**src/hdl/ppne_pkg.sv**
```systemverilog
// Shared types and constants for the point-to-plane normal-equation unit.
// Holds the Jacobian row record passed from the front end to the back end
// and the term tables that map each sum to its pair of factors.
package ppne_pkg;

    localparam int NUM_TERMS = 6;
    localparam int NUM_SUMS  = 27;
    localparam int IDX_W     = 5;
    localparam int JW        = 32;   // Q.16 Jacobian entry width

    // Term code 6 selects the residual instead of a Jacobian entry
    typedef logic [2:0] t_term;
    localparam t_term TERM_RES = 3'd6;

    localparam t_term TERM_A [NUM_SUMS] = '{
        3'd0, 3'd0, 3'd0, 3'd0, 3'd0, 3'd0,
        3'd1, 3'd1, 3'd1, 3'd1, 3'd1,
        3'd2, 3'd2, 3'd2, 3'd2,
        3'd3, 3'd3, 3'd3,
        3'd4, 3'd4,
        3'd5,
        3'd0, 3'd1, 3'd2, 3'd3, 3'd4, 3'd5
    };
    localparam t_term TERM_B [NUM_SUMS] = '{
        3'd0, 3'd1, 3'd2, 3'd3, 3'd4, 3'd5,
        3'd1, 3'd2, 3'd3, 3'd4, 3'd5,
        3'd2, 3'd3, 3'd4, 3'd5,
        3'd3, 3'd4, 3'd5,
        3'd4, 3'd5,
        3'd5,
        TERM_RES, TERM_RES, TERM_RES, TERM_RES, TERM_RES, TERM_RES
    };

    localparam logic [IDX_W-1:0] LAST_IDX = IDX_W'(NUM_SUMS - 1);

    // One classified correspondence: rounded Jacobian row, residual, clip flags
    typedef struct packed {
        logic [NUM_TERMS-1:0][JW-1:0] j;
        logic [JW-1:0]                r;
        logic [NUM_TERMS-1:0]         jc;
        logic                         rc;
        logic                         last;
    } t_jrow;

endpackage

```
**src/hdl/ppne_queue.sv**
```systemverilog
// Two-entry queue of Jacobian rows between front end and back end.
// Uses the row record from ppne_pkg.
module ppne_queue (
    input  logic            i_clk,
    input  logic            i_rst_n,
    input  logic            i_push,
    input  ppne_pkg::t_jrow i_row,
    output logic            o_full,
    input  logic            i_pop,
    output logic            o_empty,
    output ppne_pkg::t_jrow o_row
);
    import ppne_pkg::*;

    t_jrow      r_mem [2];
    logic       r_wp, r_rp;
    logic [1:0] r_cnt;

    assign o_full  = (r_cnt == 2'd2);
    assign o_empty = (r_cnt == 2'd0);
    assign o_row   = r_mem[r_rp];

    // Store on push, advance read side on pop
    always_ff @(posedge i_clk) begin
        if (!i_rst_n) begin
            r_wp  <= 1'b0;
            r_rp  <= 1'b0;
            r_cnt <= 2'd0;
        end else begin
            if (i_push) begin
                r_wp <= ~r_wp;
            end
            if (i_pop) begin
                r_rp <= ~r_rp;
            end
            r_cnt <= r_cnt + 2'(i_push) - 2'(i_pop);
        end
        if (i_push) begin
            r_mem[r_wp] <= i_row;
        end
    end

endmodule

```
**config.mk**
```make
export PLATFORM = sky130hd
export DESIGN_NAME = ppne_queue
export DESIGN_NICKNAME = d
export VERILOG_FILES = /design/src/hdl/ppne_pkg.sv /design/src/hdl/ppne_queue.sv
export SDC_FILE = /design/constraint.sdc
export NUM_CORES = 1
export LEC_CHECK = 0
export BUFFER_PORTS_ARGS = -buffer_cell sky130_fd_sc_hd__buf_4
export CAP_MARGIN = 30
export CORE_ASPECT_RATIO = 0.7
export CORE_MARGIN = 3
export CORE_UTILIZATION = 53
export CTS_CLUSTER_DIAMETER = 120
export DETAILED_ROUTE_END_ITERATION = 8
export MAX_ROUTING_LAYER = met4
export PLACE_DENSITY = 0.8
export SYNTH_ARGS = -nofsm -noshare
export SYNTH_HDL_FRONTEND = slang
export SYNTH_SLANG_ARGS = --single-unit
```
**constraint.sdc**
```tcl
create_clock -name i_clk -period 13.3 [get_ports i_clk]
set_input_delay 0.665 -clock i_clk [delete_from_list [all_inputs] [get_ports i_clk]]
set_output_delay 0.665 -clock i_clk [all_outputs]
set_load 0.01 [all_outputs]
```
==> flow_metrics.tcl <==
set metrics [dict create \
    synth_fa_ha_area_share_pct 0.141 \
    vias 8742 \
    fin_crit_sh_pct 26.6 \
    synthTopCellsByCount "464 x edfxtp_1, 180 x mux2_4, 52 x mux2_2" \
    cp_max_fo 52 \
    setup_viol 0 \
    synth_edf_count 464 \
    yosysMostFrequentCell "edfxtp_1" \
    cts-root-buf "clkbuf_16" \
    hold_slack_ns 0.300 \
    r2r_slack_ns 10.46 \
    vdd_drop_max_mv 0.112 \
    synthCells 743 \
    post-cts-setup-buffer-count 0 \
    yosysSeqAreaShare_pct 79.2 \
    fmax_mhz 283 \
    synth_warnings 0 \
    core.rowCount 55 \
    drt_first_pass_iters 4 \
    nets 1484 \
    die_h_um 159 \
    synthArstFlopShare_pct 0 \
    rsz0062_at_grt "no" \
    gp_congestion 0.801 \
    grt-ovfl-total 0 \
    post_synth_and_or_nand_nor_area_fraction_pct 0.304 \
    synth_top_family_by_area "multiplexers" \
    ctsHoldBuffers 0 \
    tightest_slew_ns 0.960 \
    reg2reg_to "r_mem[1][95]$_DFFE_PP_" \
    cts_sinks 469 \
    grt_max_degree 78 \
    h-tree-depth 2 \
    critPathCaptureType "output port" \
    p_leak_nw 8.99 \
    drc_errors 0 \
    crit_type "reg2out" \
    finalHoldViolCount 0 \
    initialDrtViolationCount 740 \
    synth_compound_area_share_pct 0.0424 \
    drive_above_1_share_pct 60.6 \
    slew_violations 0 \
    syn-cell-area_um2 17700 \
    synthFlopType "edfxtp_1" \
    die_width_um 224 \
    required_ns 12.64 \
    via_per_inst 5.11 \
    synth_area_leader_cell "edfxtp_1" \
    track_usage_pct 21.4 \
    synth_xor_area_share_pct 0.177 \
    antenna_found_initial 7 \
    drv_cap 0 \
    clockBufferDepth 3 \
    synth.distinct_cells 15 \
    routedWlPerCell_um 22.3 \
    yosysTopAreaCellShare_pct 78.7 \
    dp_hpwl_um 26600 \
    finalWirelength_um 38200 \
    grt_pass1_wl_um 55600 \
    clk_pin_slew_worst_paths_ns 0.06 \
    maxSlewHeadroom_pct 36.0 \
    cts_buffers 44 \
    tns_ns 0 \
    final.setup_skew_ns 0.0197 \
    avgSynthCellArea_um2 23.8 \
    cp.arrival_ns 2.87 \
    ff2ff_path_depth 3 \
    syn_nets 981 \
    finalWorstSetupSlack_ns 9.76 \
    start_util_pct 54.3 \
    coreArea_um2 32600 \
    grt_pass1_vias 9187 \
    die_area_um2 35700 \
    min_from "i_row[2]" \
    cp-endpoint "o_row[195]" \
    area_growth_pct 30.0 \
    hp-class "in2reg" \
    finalCriticalPeriod_ns 3.54 \
    cts_tree "yes" \
    clk_latency_ns 0.55 \
    ant_nets 0 \
    cts_resized 0 \
    port_buffers 469 \
    status "complete, no violations" \
    reg2reg_from "r_wp$_SDFFE_PN0P_" \
    io_pins 470 \
    synthMuxAreaShare_pct 18.6 \
    synth-seq-cells 469 \
    ys_top_cells_by_area "edfxtp_1 79%, mux2_4 15%, mux2_2 3.3%" \
    dp_slack_ns 9.91 \
    p_per_area_nw_per_um2 144 \
    cp-start-kind "flop" \
]
[power breakdown]
group	internal (mW)	switching [mW]	total [mW]
clock	0.647	0.501	1.15
sequential	1.71	0.0209	1.73
combinational	0.250	0.196	0.446
total	2.61	0.718	3.33
[worst max-delay path, cell delays in order (launching register included)]
cell and delay [ns]:
dfxtp_4 0.37, buf_16 0.32, buf_4 0.30, buf_4 0.74, mux2_4 0.36, buf_4 0.15
[state kept, by name (all words and copies together) (netlist names), named ones only]
name   flops
r_cnt      2
r_mem    464
r_rp       1
r_wp       1
[worst min path at each step]
stage	endpoint	slack [ns]	cells past startpoint
3_5_place_dp	r_rp$_SDFFE_PN0P_	0.59	2
4_1_cts	r_mem[1][230]$_DFFE_PP_	0.27	1
3_3_place_gp	r_rp$_SDFFE_PN0P_	0.57	2
5_1_grt	r_mem[1][115]$_DFFE_PP_	0.27	1
2_1_floorplan	flop	0.55	2
6_report	r_mem[1][2]$_DFFE_PP_	0.30	1
[area by class of cell]
cell class              count  area (µm²)
clock inverters            19         158
clock buffers              56        1150
diodes                      8        20.0
repair buffers            483        3710
well taps                 427         534
flip-flops and latches    469       14000
multi-input cells         246        3420
fillers                  1987        9590
inverters                   2        7.51
[placed cells by master, fill, tap and decap left out]
master,instances
clkinvlp_4,3
clkbuf_1,12
clkbuf_16,44
edfxtp_1,464
clkinv_8,1
and2_1,3
xnor3_1,1
buf_4,479
nor2b_4,1
nor2_1,1
dfxtp_4,1
clkinv_2,4
inv_1,2
o21a_1,1
buf_16,4
and2_4,1
diode_2,8
ha_1,2
bufinv_16,2
dfxtp_1,4
inv_6,1
nor2b_1,3
clkinv_1,8
mux2_2,52
xor2_1,1
mux2_4,180
[per-layer routing]
| layer | up-vias | track usage, % | part of all wire, % | routed length (µm) |
|---|---|---|---|---|
| li1 | 3978 | - | - | - |
| met2 | 364 | 33.9 | 49 | 18800 |
| met4 | 0 | 8.86 | 3.4 | 1310 |
| met5 | - | - | 0 | 0 |
| met1 | 4318 | 25.1 | 38 | 14400 |
| met3 | 82 | 7.59 | 9.8 | 3730 |
[through the flow]
stage               power (mW)  utilization (%)  cell area (µm²)  std cells
floorplan                 2.01                -            17700        743
global placement          2.20             66.2            21600       1623
finish                    3.33             70.6            23000       1710
CTS                       3.36             70.4            22900       1700
global route              3.44             70.6            23000       1709
detailed placement        2.21             66.4            21600       1625
[cell families (layout without fill, tap and decap cells)]
group                      Yosys count  after routing
AOI/OAI and AO/OA                    1              1
xor gates and xnor gates             2              2
adders and majority gates            2              2
buffers and inverters               28            560
DFF                                469            469
muxes                              232            232
other                                0              8
and+or+nand+nor                      9              9
No activity file was read; power rests on OpenSTA's default activity.
